`src/rtl/rte_pkg.sv`:
```
// route entry table shared types, opcodes and status codes
`default_nettype none
package rte_pkg;

    localparam int ADDR_W     = 32;
    localparam int PLEN_W     = 6;
    localparam int IF_W       = 8;
    localparam int KEY_W      = ADDR_W + PLEN_W;
    localparam int ROUTE_W    = ADDR_W + IF_W;
    localparam int OP_W       = 2;
    localparam int STATUS_W   = 2;
    localparam int COUNT_OUT_W = 5;

    localparam logic [OP_W-1:0] OP_INSERT = 2'd0;
    localparam logic [OP_W-1:0] OP_UPDATE = 2'd1;
    localparam logic [OP_W-1:0] OP_DELETE = 2'd2;

    localparam logic [STATUS_W-1:0] ST_DONE     = 2'd0;
    localparam logic [STATUS_W-1:0] ST_DUP      = 2'd1;
    localparam logic [STATUS_W-1:0] ST_NOTFOUND = 2'd2;
    localparam logic [STATUS_W-1:0] ST_FULL     = 2'd3;

    typedef logic [KEY_W-1:0]   t_key;
    typedef logic [ROUTE_W-1:0] t_route;

    typedef struct packed {
        logic [OP_W-1:0] op;
        t_key            key;
        t_route          route;
    } t_req;

    typedef struct packed {
        logic [STATUS_W-1:0]    status;
        logic [COUNT_OUT_W-1:0] entry_count;
    } t_rsp;

    typedef struct packed {
        logic hit;
        logic full;
    } t_match;

endpackage
`default_nettype wire

```
`src/rtl/rte_match.sv`:
```
// parallel key comparators and lowest free slot pick
`default_nettype none
module rte_match
    import rte_pkg::*;
#(
    parameter int SLOTS = 16
) (
    input  var t_key             i_key,
    input  var t_key             i_slot_key [SLOTS],
    input  var logic [SLOTS-1:0] i_slot_valid,
    output var logic [SLOTS-1:0] o_hit_vec,
    output var logic [SLOTS-1:0] o_free_vec,
    output var t_match           o_flags
);

    logic [SLOTS-1:0] free_mask;

    always_comb begin
        for (int i = 0; i < SLOTS; i++) begin
            o_hit_vec[i] = i_slot_valid[i] && (i_slot_key[i] == i_key);
        end
    end

    // isolate lowest clear bit of the valid vector
    assign free_mask  = ~i_slot_valid;
    assign o_free_vec = free_mask & (~free_mask + {{(SLOTS-1){1'b0}}, 1'b1});

    assign o_flags.hit  = |o_hit_vec;
    assign o_flags.full = &i_slot_valid;

endmodule
`default_nettype wire

```
`src/rtl/rte_table.sv`:
```
// route table storage, operation decode and entry count
`default_nettype none
module rte_table
    import rte_pkg::*;
#(
    parameter int SLOTS = 16
) (
    input  var logic i_clk,
    input  var logic i_rst_n,
    input  var logic i_en,
    input  var t_req i_req,
    output var t_rsp o_rsp
);

    localparam int CW = $clog2(SLOTS + 1);

    logic [SLOTS-1:0] r_valid;
    logic [SLOTS-1:0] n_valid;
    t_key             r_key   [SLOTS];
    t_route           r_route [SLOTS];
    logic [CW-1:0]    r_count;
    logic [CW-1:0]    n_count;

    logic [SLOTS-1:0] hit_vec;
    logic [SLOTS-1:0] free_vec;
    t_match           flags;
    logic             do_ins;
    logic             do_upd;
    logic             do_del;
    logic [STATUS_W-1:0] status;
    logic [SLOTS-1:0] key_wr;
    logic [SLOTS-1:0] route_wr;
    logic [CW+COUNT_OUT_W-1:0] count_ext;

    rte_match #(
        .SLOTS(SLOTS)
    ) u_match (
        .i_key        (i_req.key),
        .i_slot_key   (r_key),
        .i_slot_valid (r_valid),
        .o_hit_vec    (hit_vec),
        .o_free_vec   (free_vec),
        .o_flags      (flags)
    );

    always_comb begin
        do_ins = 1'b0;
        do_upd = 1'b0;
        do_del = 1'b0;
        status = ST_DONE;
        case (i_req.op)
            OP_INSERT: begin
                if (flags.hit) begin
                    status = ST_DUP;
                end else if (flags.full) begin
                    status = ST_FULL;
                end else begin
                    do_ins = 1'b1;
                end
            end
            OP_UPDATE: begin
                if (flags.hit) begin
                    do_upd = 1'b1;
                end else begin
                    status = ST_NOTFOUND;
                end
            end
            OP_DELETE: begin
                if (flags.hit) begin
                    do_del = 1'b1;
                end else begin
                    status = ST_NOTFOUND;
                end
            end
            default: begin
                status = ST_DONE;
            end
        endcase
    end

    assign key_wr   = do_ins ? free_vec : '0;
    assign route_wr = do_ins ? free_vec : (do_upd ? hit_vec : '0);
    assign n_valid  = (r_valid | key_wr) & ~(do_del ? hit_vec : '0);

    always_comb begin
        n_count = r_count;
        if (do_ins) begin
            n_count = r_count + {{(CW-1){1'b0}}, 1'b1};
        end else if (do_del) begin
            n_count = r_count - {{(CW-1){1'b0}}, 1'b1};
        end
    end

    assign count_ext         = {{COUNT_OUT_W{1'b0}}, n_count};
    assign o_rsp.status      = status;
    assign o_rsp.entry_count = count_ext[COUNT_OUT_W-1:0];

    always_ff @(posedge i_clk) begin
        if (!i_rst_n) begin
            r_valid <= '0;
            r_count <= '0;
        end else if (i_en) begin
            r_valid <= n_valid;
            r_count <= n_count;
        end
    end

    always_ff @(posedge i_clk) begin
        for (int i = 0; i < SLOTS; i++) begin
            if (i_en && key_wr[i]) begin
                r_key[i] <= i_req.key;
            end
            if (i_en && route_wr[i]) begin
                r_route[i] <= i_req.route;
            end
        end
    end

    a_count_matches_valid: assert property (@(posedge i_clk) disable iff (!i_rst_n)
        r_count == CW'($countones(r_valid)))
        else $error("entry count differs from valid slots");

    a_key_unique: assert property (@(posedge i_clk) disable iff (!i_rst_n)
        $onehot0(hit_vec))
        else $error("key present in more than one slot");

    a_insert_grows: assert property (@(posedge i_clk) disable iff (!i_rst_n)
        (i_en && do_ins) |=> r_count == $past(r_count) + {{(CW-1){1'b0}}, 1'b1})
        else $error("insert did not add one entry");

    a_full_only_when_full: assert property (@(posedge i_clk) disable iff (!i_rst_n)
        (i_en && status == ST_FULL) |-> (&r_valid))
        else $error("full reported with a free slot");

    a_delete_clears: assert property (@(posedge i_clk) disable iff (!i_rst_n)
        (i_en && do_del) |=> ((r_valid & $past(hit_vec)) == '0))
        else $error("deleted slot still valid");

endmodule
`default_nettype wire

```
`src/rtl/route_entry_table.sv`:
```
// route entry table top level: input register, table, result register
//
//  beat      dir  handshake           payload
//  request   in   i_valid / o_ready   i_op i_dest_addr i_prefix_len i_gateway_addr i_out_if
//  result    out  o_valid / i_ready   o_status o_entry_count
//
// one request per cycle unless results stall; result register loads from input register
// lookup and free slot pick read the input register; the table writes as the result loads
// reset clears all valid bits and the count at once; no clearing pass
// a stalled result holds the input register, which then drops o_ready
`default_nettype none
module route_entry_table
    import rte_pkg::*;
#(
    parameter int TABLE_SLOTS = 16
) (
    input  var logic                   i_clk,
    input  var logic                   i_rst_n,
    input  var logic                   i_valid,
    output var logic                   o_ready,
    input  var logic [OP_W-1:0]        i_op,
    input  var logic [ADDR_W-1:0]      i_dest_addr,
    input  var logic [PLEN_W-1:0]      i_prefix_len,
    input  var logic [ADDR_W-1:0]      i_gateway_addr,
    input  var logic [IF_W-1:0]        i_out_if,
    output var logic                   o_valid,
    input  var logic                   i_ready,
    output var logic [STATUS_W-1:0]    o_status,
    output var logic [COUNT_OUT_W-1:0] o_entry_count
);

    logic r_in_valid;
    t_req r_req;
    logic r_out_valid;
    t_rsp r_rsp;
    t_rsp rsp;
    logic advance;
    logic accept;

    assign advance = r_in_valid && (!r_out_valid || i_ready);
    assign o_ready = !r_in_valid || advance;
    assign accept  = i_valid && o_ready;

    rte_table #(
        .SLOTS(TABLE_SLOTS)
    ) u_table (
        .i_clk   (i_clk),
        .i_rst_n (i_rst_n),
        .i_en    (advance),
        .i_req   (r_req),
        .o_rsp   (rsp)
    );

    always_ff @(posedge i_clk) begin
        if (!i_rst_n) begin
            r_in_valid  <= 1'b0;
            r_out_valid <= 1'b0;
        end else begin
            if (o_ready) begin
                r_in_valid <= i_valid;
            end
            if (advance) begin
                r_out_valid <= 1'b1;
            end else if (i_ready) begin
                r_out_valid <= 1'b0;
            end
        end
    end

    always_ff @(posedge i_clk) begin
        if (accept) begin
            r_req.op    <= i_op;
            r_req.key   <= {i_dest_addr, i_prefix_len};
            r_req.route <= {i_gateway_addr, i_out_if};
        end
        if (advance) begin
            r_rsp <= rsp;
        end
    end

    assign o_valid       = r_out_valid;
    assign o_status      = r_rsp.status;
    assign o_entry_count = r_rsp.entry_count;

endmodule
`default_nettype wire

```
`config.mk`:
```
export PLATFORM = sky130hd
export DESIGN_NAME = route_entry_table
export DESIGN_NICKNAME = d
export VERILOG_FILES = /design/src/rtl/rte_pkg.sv /design/src/rtl/rte_match.sv /design/src/rtl/rte_table.sv /design/src/rtl/route_entry_table.sv
export SDC_FILE = /design/constraint.sdc
export NUM_CORES = 1
export LEC_CHECK = 0
export ABC_AREA = 1
export BUFFER_PORTS_ARGS = -buffer_cell sky130_fd_sc_hd__buf_2
export CAP_MARGIN = 20
export CORE_UTILIZATION = 30
export DETAILED_ROUTE_END_ITERATION = 6
export GPL_TIMING_DRIVEN = 0
export PLACE_DENSITY = 0.53
export SLEW_MARGIN = 40
export SYNTH_ARGS = -nofsm -noshare
export SYNTH_HDL_FRONTEND = slang
export SYNTH_SLANG_ARGS = --single-unit
```
`constraint.sdc`:
```
create_clock -name i_clk -period 8.6 [get_ports i_clk]
set_input_delay 1.29 -clock i_clk [delete_from_list [all_inputs] [get_ports i_clk]]
set_output_delay 1.29 -clock i_clk [all_outputs]
set_load 0.01 [all_outputs]
```
# Word level (Yosys, flattened, before mapping)

Index checks and enable logic that the tools add are counted.

$add $sub $neg: 3
Multipliers: 0
Div/mod/pow operators: 0
$lt $le $gt $ge: 0
Equal/unequal tests: 18
Shift operators: 0
Mux-type cells: 15
Bitwise gates (word level): 6
Reductions and logical operators: 43

Operator list:

| kind                    | count |
|---|---|
| $eq A38 B38 Y1          | 16 |
| $not A16 Y16            | 3 |
| $logic_and A1 B1 Y1     | 34 |
| $and A16 B16 Y16        | 2 |
| $mux W16                | 2 |
| $add A16 B1 Y16 const B | 1 |
| $or A16 B16 Y16         | 1 |
| $reduce_and A16 Y1      | 1 |
| $reduce_or A16 Y1       | 1 |
| $mux W5                 | 2 |
| $mux W1                 | 7 |
| $mux W2                 | 3 |
| $add A5 B1 Y5 const B   | 1 |
| $sub A5 B1 Y5 const B   | 1 |
| $pmux W2 S2             | 1 |
| $eq A2 B1 Y1 const B    | 1 |
| $eq A2 B2 Y1 const B    | 1 |
| $logic_not A1 Y1        | 2 |
| $logic_not A2 Y1        | 1 |
| $logic_or A1 B1 Y1      | 2 |
| $reduce_bool A2 Y1      | 1 |
| $reduce_or A2 Y1        | 1 |

Register bits: 678
Latch bits: 0
Bits in writable memories: 0
Memory bits (read-only): 0
Input bits: 84
Output and inout port bits: 9
Logic and storage cells: 109
Memories: 0

# Logic depth before layout (Yosys ltp)

Gate-level depths: netlist of the first run.

Depth after elaboration: 8
Depth in mapped cells: 21
Depth with buffers taken out: 19

# Hierarchy

A second synthesis of the first run with hierarchy kept.

Cell total of the unflattened synthesis: 2892
Area, all modules: 31741.7 um^2

Modules (own cells, without submodules):

| module            | times used | cells an instance | area an instance (um^2) | seq. area each (um^2) |
|---|---|---|---|---|
| rte_table         | 1          | 766               | 19446.2                 | 18677.9 |
| rte_match         | 1          | 2026              | 9587.9                  | 0.0 |
| route_entry_table | 1          | 100               | 2707.6                  | 2652.5 |

# Least setup slack after synthesis of the first run

Ideal clock, no wire load.

Kind: reg2reg
Start point: reg r_req[44] (netlist bit)
End point: reg u_table.r_key[228] (netlist bit) (enable)
Setup time: 0.433 ns
Arrival: 3.701 ns
Required time: 8.167 ns
Setup slack: 4.465 ns
Cell stages (with the launch flop): 17
Buffers on the path: 3
Period minus slack after synthesis: 4.135 ns
Cells stage by stage: edfxtp_1 > buf_4 > buf_4 > o21ai_0 > nor2_1 > nand2_1 > nor2_1 > nand3_1 > nor2_1 > nor2_1 > nand2_1 > nor2_2 > nand4_4 > nor2_4 > buf_6 > nand2_1 > nor2_1

Cells in the longest elaborated chain, start to end: 7
Elaborated cells between the ends (all ways): 37
Those cells by class: 16 x eq/ne; 3 x mux; 18 x reduce/logical

Ends and longest elaborated chain:

| what                           | line                    | text |
|---|---|---|
| start: declaration             | route_entry_table.sv:33 | `t_req r_req;` |
| $eq A38 B38 Y1                 | rte_match.sv:20         | `o_hit_vec[i] = i_slot_valid[i] && (i_slot_key[i] == i_key);` |
| $logic_and A1 B1 Y1            | rte_match.sv:20         |  |
| $reduce_or A16 Y1 (*)          | rte_match.sv:28         | `assign o_flags.hit = \|o_hit_vec;` |
| $mux W1 (*)                    | rte_table.sv:53         | `if (flags.hit) begin` |
| $mux W1 (*)                    | rte_table.sv:51         | `case (i_req.op)` |
| $mux W16 (*)                   | rte_table.sv:81         | `assign key_wr = do_ins ? free_vec : '0;` |
| $logic_and A1 B1 Y1 (*)        | rte_table.sv:110        | `if (i_en && key_wr[i]) begin` |
| end signal: indexed assignment | rte_table.sv:111        | `r_key[i] <= i_req.key;` |
| end: declaration               | rte_table.sv:19         | `t_key r_key [SLOTS];` |

Mark *: on every way between the ends. The rest lies on a longest branch, timed or not.
A chain may end at the register's enable or synchronous reset.

# Worst setup path after layout of the first run

Start point: reg r_req[55] (netlist bit)
End point: reg u_table.r_key[369] (netlist bit) (enable)

Same word-level chain as after synthesis.

==> metrics.md, run 1 <==
| Metric | Value |
|---|---|
| Status | `complete, no violations` |
| Syn Nets | `3175` |
| CP delay by family, top | `simple AND/OR/NAND/NOR gates` |
| Worst slew margin | `42.1%` |
| Netlist cell types | `33` |
| IO Pins | `93` |
| Post-DR vias/cell | `4.94` |
| Crit-path max FO | `19` |
| Min Tclk post-route | `5.08 ns` |
| Hold Path Class | `flop to flop` |
| Top post-synthesis cells by area | `edfxtp_1 63%, nand2_1 12%, nor2_1 4.6%, inv_1 4.1%, xnor2_1 3.7%` |
| Total gr overflow | `0` |
| Tot Pwr | `7.55 mW` |
| Max incr delay on CP | `0.57 ns` |
| Critical path arrival | `5.40 ns` |
| Peak supply drop | `125 uV` |
| Root Buffer | `clkbuf_16` |
| Fin Setup TNS | `0 ns` |
| Routed vias | `23491` |
| Most frequent cell on the critical path | `nand2_1` |
| Crit path buf inv count | `7` |
| Most common cell in the netlist | `nand2_1` |
| Final setup fails | `0` |
| Hold Vio Cnt, Final | `0` |
| Total GRT Usage | `24.0%` |
| Skew final | `0.0531 ns` |
| Hold Slack | `0.503 ns` |
| Final instance area | `37000 um^2` |
| Tcrit/Tclk final | `59.1%` |
| RSZ-0062 raised after global routing | `false` |
| Startpoint Class | `flop` |
| Dpl cells | `4605` |
| Vias in the first global route | `21482` |
| Setup CP Type | `flop to flop` |
| Placed cell area | `34500 um^2` |
| Reg2reg path depth | `21` |
| DP HPWL | `90100 um` |
| Leak | `14.6 nW` |
| CTS tree | `yes` |
| CP Capture Type | `flop` |
| CTS Sinks | `678` |
| First-pass GRT wire length | `170000 um` |
| Pre-Repair DR Iteration Count | `6` |
| Syn Inst Count | `3086` |
| Drt wl/cell | `26.4 um` |
| Max Cap Viol | `0` |
| Synthesis-to-layout area growth | `19.2%` |
| Flops & latches, synth | `678` |
| Nets | `3408` |
| Crit path capture | `u_table.r_key[369]$_DFFE_PP_` |
| Highest Clock Rate | `197 MHz` |
| Clock tree buffer depth | `3` |
| R2R setup slack | `3.52 ns` |
| R2r endpoint | `u_table.r_key[369]$_DFFE_PP_` |
| Layout fillers | `10286` |
| Clock slew at reported path FFs | `0.06 ns` |
| Final GP Congestion | `0.956` |
| Share of flip-flops with an asynchronous set or reset | `0%` |
| Post-synth top cells | `1009 x nand2_1, 655 x edfxtp_1, 383 x nor2_1` |
| Crit Reg-Reg Startpoint | `r_req[55]$_DFFE_PP_` |
| Initial core utilization | `30.4%` |
| DIE WIDTH | `324 um` |
| Number of DRC markers in iteration 0 | `3204` |
| PostCTS Resize Cnt | `0` |
| Initial antenna violation count | `6` |
| Slew Limit Fails | `0` |
| Final antenna-violating net count | `0` |
| Post-CTS Setup Inserts | `0` |
| Yosys warning total | `0` |
| Required time of the critical path | `8.92 ns` |
| Final cell count without fillers | `4751` |
| CP Depth | `21` |
| Share of post-route cells with drive strength above 1 | `12.2%` |
| Crit. Startpoint | `r_req[55]$_DFFE_PP_` |
| Total CTS buffers | `78` |
| Synth area leader | `edfxtp_1` |
| Dominant synthesized flop cell | `edfxtp_1` |
| Post-synthesis sequential area ratio | `64.8%` |
| Critical path's slowest cell | `edfxtp_1` |
| Later-pin clock latency in the skew report | `0.67 ns` |
| Buffers on Ports | `52` |
| Pwr dens | `204 nW/um^2` |
| Mapped Area | `31000 um^2` |
| H-tree levels | `3` |
| Worst path cell trace | `buf_8 > buf_6 > inv_1 > buf_2 > nand2_1 > nand2_1 > nor2_1 > nand2_1 > nor2_1 > nand3_1 > nor2_1 > nor2_1 > nand2_1 > nor2_2 > nand4_4 > nor2_4 > buf_6 > nand2_1 > nor2_4 > buf_8 > buf_8` |
| DIE AREA | `105000 um^2` |
| Worst slew pin tran | `0.868 ns` |
| Core Box Area | `102000 um^2` |
| # DRC | `0` |
| Share of the synthesized area in the top cell type | `63.4%` |
| Number of synthesized flops with an enable pin | `655` |
| Drt total wl | `126000 um` |
| Largest net degree at the start of global routing | `39` |
| # rows | `117` |
| Syn Area/Cell | `10.1 um^2` |
| Cts hold-fix bufs | `0` |
| Die Y | `324 um` |
-- sequential cells by signal, summed over array words and instances (netlist names) --
name,flops
r_in_valid,1
o_entry_count,5
u_table.r_count,5
o_status,2
u_table.r_key,608
r_req,40
u_table.r_valid,16
o_valid,1
-- where the power goes --
group          switching [mW]  internal, mW  total [mW]  leakage, nW
clock network            1.44          1.85        3.29         1.18
logic                   0.418         0.158       0.576         7.29
registers              0.0399          3.64        3.68         6.11
-- metal layers --
metal | part of all wire (%) | global-route usage, % | vias up
met5 | 0 | 0 | -
met2 | 45 | 38.0 | 1330
li1 | - | - | 10433
met1 | 39 | 31.8 | 11481
met3 | 10 | 4.21 | 247
met4 | 5.2 | 11.6 | 0
-- worst min-delay path, stage by stage (launching register included) --
cell     delay (ns)
dfxtp_1        0.32
nand2_1        0.08
a21oi_1        0.06
-- cell type report --
cell class                      count  area, um^2  share of cell area, %
Sequential cell                   678       20100                   54.4
Antenna cell                        1        2.50                0.00676
Clock buffer                      108        2110                   5.69
Timing Repair Buffer              153        1710                   4.61
Tap cell                         1368        1710                   4.62
Buffer                             94         739                   2.00
Multi-Input combinational cell   1948        8880                   24.0
Inverter                          366        1400                   3.77
Clock inverter                     35         342                  0.923
-- per-stage QoR --
stage	worst slack [ns]	util, %
after floorplan	4.47	-
after global placement	0.446	32.3
after global routing	3.45	36.2
after detailed placement	3.70	33.8
after CTS	3.67	36.2
final	3.52	36.2
-- cells in the final DEF (no fill, tap or decap), drive strengths merged --
cell,netlist,final
a21oi,30,30
xnor2,131,131
inv,365,369
o21ai,253,253
a211oi,1,1
nand2,1010,1010
nor2b,1,1
nor2,389,389
clkinvlp,0,5
and2,6,6
bufinv,0,4
xor2,39,39
ha,5,5
nand3,57,57
nor3,3,3
nand4,17,17
edfxtp,655,655
nand3b,6,6
dfxtp,23,23
clkbuf,1,109
clkinv,1,23
diode,0,1
buf,93,246
-- worst min-delay path by stage --
| stage | startpoint | to | slack [ns] | cells after the start |
|---|---|---|---|---|
| 2_1_floorplan | u_table.r_valid[11]$_SDFFE_PN0P_ | u_table.r_valid[11]$_SDFFE_PN0P_ | 0.45 | 2 |
| 3_3_place_gp | u_table.r_valid[15]$_SDFFE_PN0P_ | u_table.r_valid[15]$_SDFFE_PN0P_ | 0.47 | 2 |
| 3_5_place_dp | u_table.r_valid[15]$_SDFFE_PN0P_ | u_table.r_valid[15]$_SDFFE_PN0P_ | 0.49 | 2 |
| 4_1_cts | u_table.r_valid[15]$_SDFFE_PN0P_ | u_table.r_valid[15]$_SDFFE_PN0P_ | 0.50 | 2 |
| 5_1_grt | u_table.r_valid[15]$_SDFFE_PN0P_ | u_table.r_valid[15]$_SDFFE_PN0P_ | 0.54 | 2 |
| 6_report | o_valid$_SDFFE_PN0P_ | o_valid$_SDFFE_PN0P_ | 0.50 | 2 |
-- logic make-up after synthesis --
group	after synthesis	share of synthesized area [%]
simple gates	1489	18.7
flops	678	64.8
buf+inv	460	6.84
compound gates	284	4.61
xor+xnor	170	4.80
fa+ha+maj	5	0.202
(Power assumes the default switching activity.)
==> inputs of run 2 (changes only) <==
==> constraint.sdc (replaced) <==
create_clock -name i_clk -period 4.95 [get_ports i_clk]
set_input_delay 0.7425 -clock i_clk [delete_from_list [all_inputs] [get_ports i_clk]]
set_output_delay 0.7425 -clock i_clk [all_outputs]
set_load 0.01 [all_outputs]
==> run 2 against run 1 <==
Against the previous run:
- highest routed layer unchanged
- critical path type unchanged
- setup slack worse by 3.5 ns
- worst hold slack worse by 0.25 ns
- clock power up 73%
==> metrics.md, run 2 (synthesis results as in run 1) <==
| Metric | Value |
|---|---|
| Core Box Area | `102000 um^2` |
| Setup CP Type | `flop to flop` |
| Status | `complete, no violations` |
| CTS tree | `yes` |
| Die Y | `324 um` |
| Hold Path Depth | `1` |
| Total CTS buffers | `78` |
| Total gr overflow | `0` |
| Vias in the first global route | `21482` |
| Biggest regs | `u_table.r_key: 608 flops, r_req: 40 flops, u_table.r_valid: 16 flops` |
| Share of post-route cells with drive strength above 1 | `12.4%` |
| Largest net degree at the start of global routing | `39` |
| Storage cell area | `20100 um^2` |
| Dpl cells | `4605` |
| Fin Setup TNS | `0 ns` |
| Tcrit/Tclk final | `99.8%` |
| Highest Clock Rate | `202 MHz` |
| Crit Reg-Reg Startpoint | `r_req[68]$_DFFE_PP_` |
| Hold Path Class | `primary input to flop` |
| Required time of the critical path | `5.27 ns` |
| Final antenna-violating net count | `0` |
| Top reg by flops | `u_table.r_key` |
| Final GP Congestion | `0.956` |
| Pwr dens | `353 nW/um^2` |
| Critical path's slowest cell | `edfxtp_1` |
| Min Tclk post-route | `4.94 ns` |
| Worst slew margin | `44.9%` |
| R2R setup slack | `0.01 ns` |
| Switch Pwr | `3.28 mW` |
| Crit path buf inv count | `4` |
| First-pass GRT wire length | `170000 um` |
| Worst path cell trace | `buf_4 > inv_1 > o21ai_0 > nor2_1 > nand2_1 > nor2_1 > nand3_1 > nor2_1 > nor2_1 > nand2_1 > nor2_2 > nand4_4 > nor2_4 > nand3_1 > nor2_4 > buf_8 > buf_8` |
| Final cell count without fillers | `4763` |
| Post-DR vias/cell | `4.94` |
| Number of DRC markers in iteration 0 | `3154` |
| R2r endpoint | `u_table.r_key[433]$_DFFE_PP_` |
| Later-pin clock latency in the skew report | `0.66 ns` |
| Pre-Repair DR Iteration Count | `5` |
| Clk pwr share | `43.5%` |
| Synthesis-to-layout area growth | `19.6%` |
| Max Cap Viol | `0` |
| Routed vias | `23506` |
| Most frequent cell on the critical path | `nor2_1` |
| Most frequent cells in the layout | `1009 x nand2_1, 655 x edfxtp_1, 371 x nor2_1` |
| DIE AREA | `105000 um^2` |
| Hold Slack | `0.253 ns` |
| Max FFs per register | `608` |
| Crit-path max FO | `20` |
| Sw frac | `25.0%` |
| CP Capture Type | `flop` |
| Critical path arrival | `5.26 ns` |
| Drt wl/cell | `26.4 um` |
| RSZ-0062 raised after global routing | `false` |
| Hold Vio Cnt, Final | `0` |
| Commonest non-fill, non-tap cell in the layout | `nand2_1` |
| Reg2reg path depth | `17` |
| Multi-input logic area | `8880 um^2` |
| Final setup fails | `0` |
| CP delay by family, top | `simple AND/OR/NAND/NOR gates` |
| # DRC | `0` |
| Worst hold endpoint | `r_req[50]$_DFFE_PP_` |
| Internal power | `9.82 mW` |
| Drt total wl | `126000 um` |
| Initial antenna violation count | `6` |
| Critical hold path startpoint | `i_dest_addr[4]` |
| Crit. Startpoint | `r_req[68]$_DFFE_PP_` |
| Max incr delay on CP | `0.61 ns` |
| Clock tree buffer depth | `3` |
| Skew final | `0.0469 ns` |
| Nets | `3419` |
| Clock slew at reported path FFs | `0.06 ns` |
| Slew Limit Fails | `0` |
| Startpoint Class | `flop` |
| H-tree levels | `3` |
| Sequential cell fraction of total power | `48.8%` |
| Total GRT Usage | `24.0%` |
| Buffers on Ports | `52` |
| Root Buffer | `clkbuf_16` |
| IO Pins | `93` |
| DIE WIDTH | `324 um` |
| Cts hold-fix bufs | `0` |
| Peak supply drop | `217 uV` |
| Gate power share | `7.7%` |
| CTS Sinks | `678` |
| Layout fillers | `10289` |
| # rows | `117` |
| Leak | `14.6 nW` |
| CP Depth | `17` |
| DP HPWL | `90100 um` |
| Initial core utilization | `30.4%` |
| Worst slew pin tran | `0.823 ns` |
[run 2: cell types whose count changed in the layout (fill, tap and decap cells not counted), sizes merged]
cell    delta
diode      +1
clkbuf     +1
buf       +10
[run 2: worst max path at each step]
stage                                    to  slack, ns
6_report       u_table.r_key[433]$_DFFE_PP_       0.01
5_1_grt        u_table.r_key[433]$_DFFE_PP_       0.01
4_1_cts        u_table.r_key[365]$_DFFE_PP_       0.02
3_5_place_dp   u_table.r_key[377]$_DFFE_PP_       0.05
3_3_place_gp   u_table.r_key[377]$_DFFE_PP_      -3.20
2_1_floorplan  u_table.r_key[228]$_DFFE_PP_       0.82
[run 2: metal layers]
metal  routed length (um)  up-vias  global-route usage [%]
li1                     -    10462                       -
met1                49400    11460                    31.8
met2                57000     1337                    38.0
met3                12700      247                    4.21
met4                 6570        0                    11.6
met5                    0        -                       0
[run 2: cell type report]
cell class / instances / area share (%)
multi-input cells: 1948 / 23.9
inverters: 366 / 3.76
well taps: 1368 / 4.61
repair buffers: 164 / 4.85
plain buffers: 94 / 2.00
clock buffers: 108 / 5.67
diodes: 2 / 0.0135
clock inverters: 35 / 0.920
flip-flops and latches: 678 / 54.2
[run 2: what timing repair did]
| item | CTS | global route |
|---|---|---|
| buffers inserted | 0 | 11 |
| setup endpoints to repair | 0 | 65 |
| hold endpoints to repair | 0 | 0 |
| resized for setup | 0 | 1 |
[run 2: stage by stage]
step	cell area, um^2	total power, mW	utilization, %	setup slack (ns)
2_1_floorplan	31000	6.92	-	0.815
3_3_place_gp	33000	7.42	32.3	-3.20
3_5_place_dp	34500	7.49	33.8	0.0495
4_1_cts	37000	13.1	36.2	0.0189
5_1_grt	37100	13.4	36.3	0.0102
6_report	37100	13.1	36.3	0.00993
[run 2: power by group through the flow]
stage / Combinational [mW] / Clock, mW / Sequential (mW)
floorplan: 0.413 / 0 / 6.51
global placement: 0.754 / 0 / 6.67
detailed placement: 0.969 / 0 / 6.52
CTS: 0.972 / 5.75 / 6.40
global route: 1.04 / 5.94 / 6.40
finish: 1.00 / 5.70 / 6.40
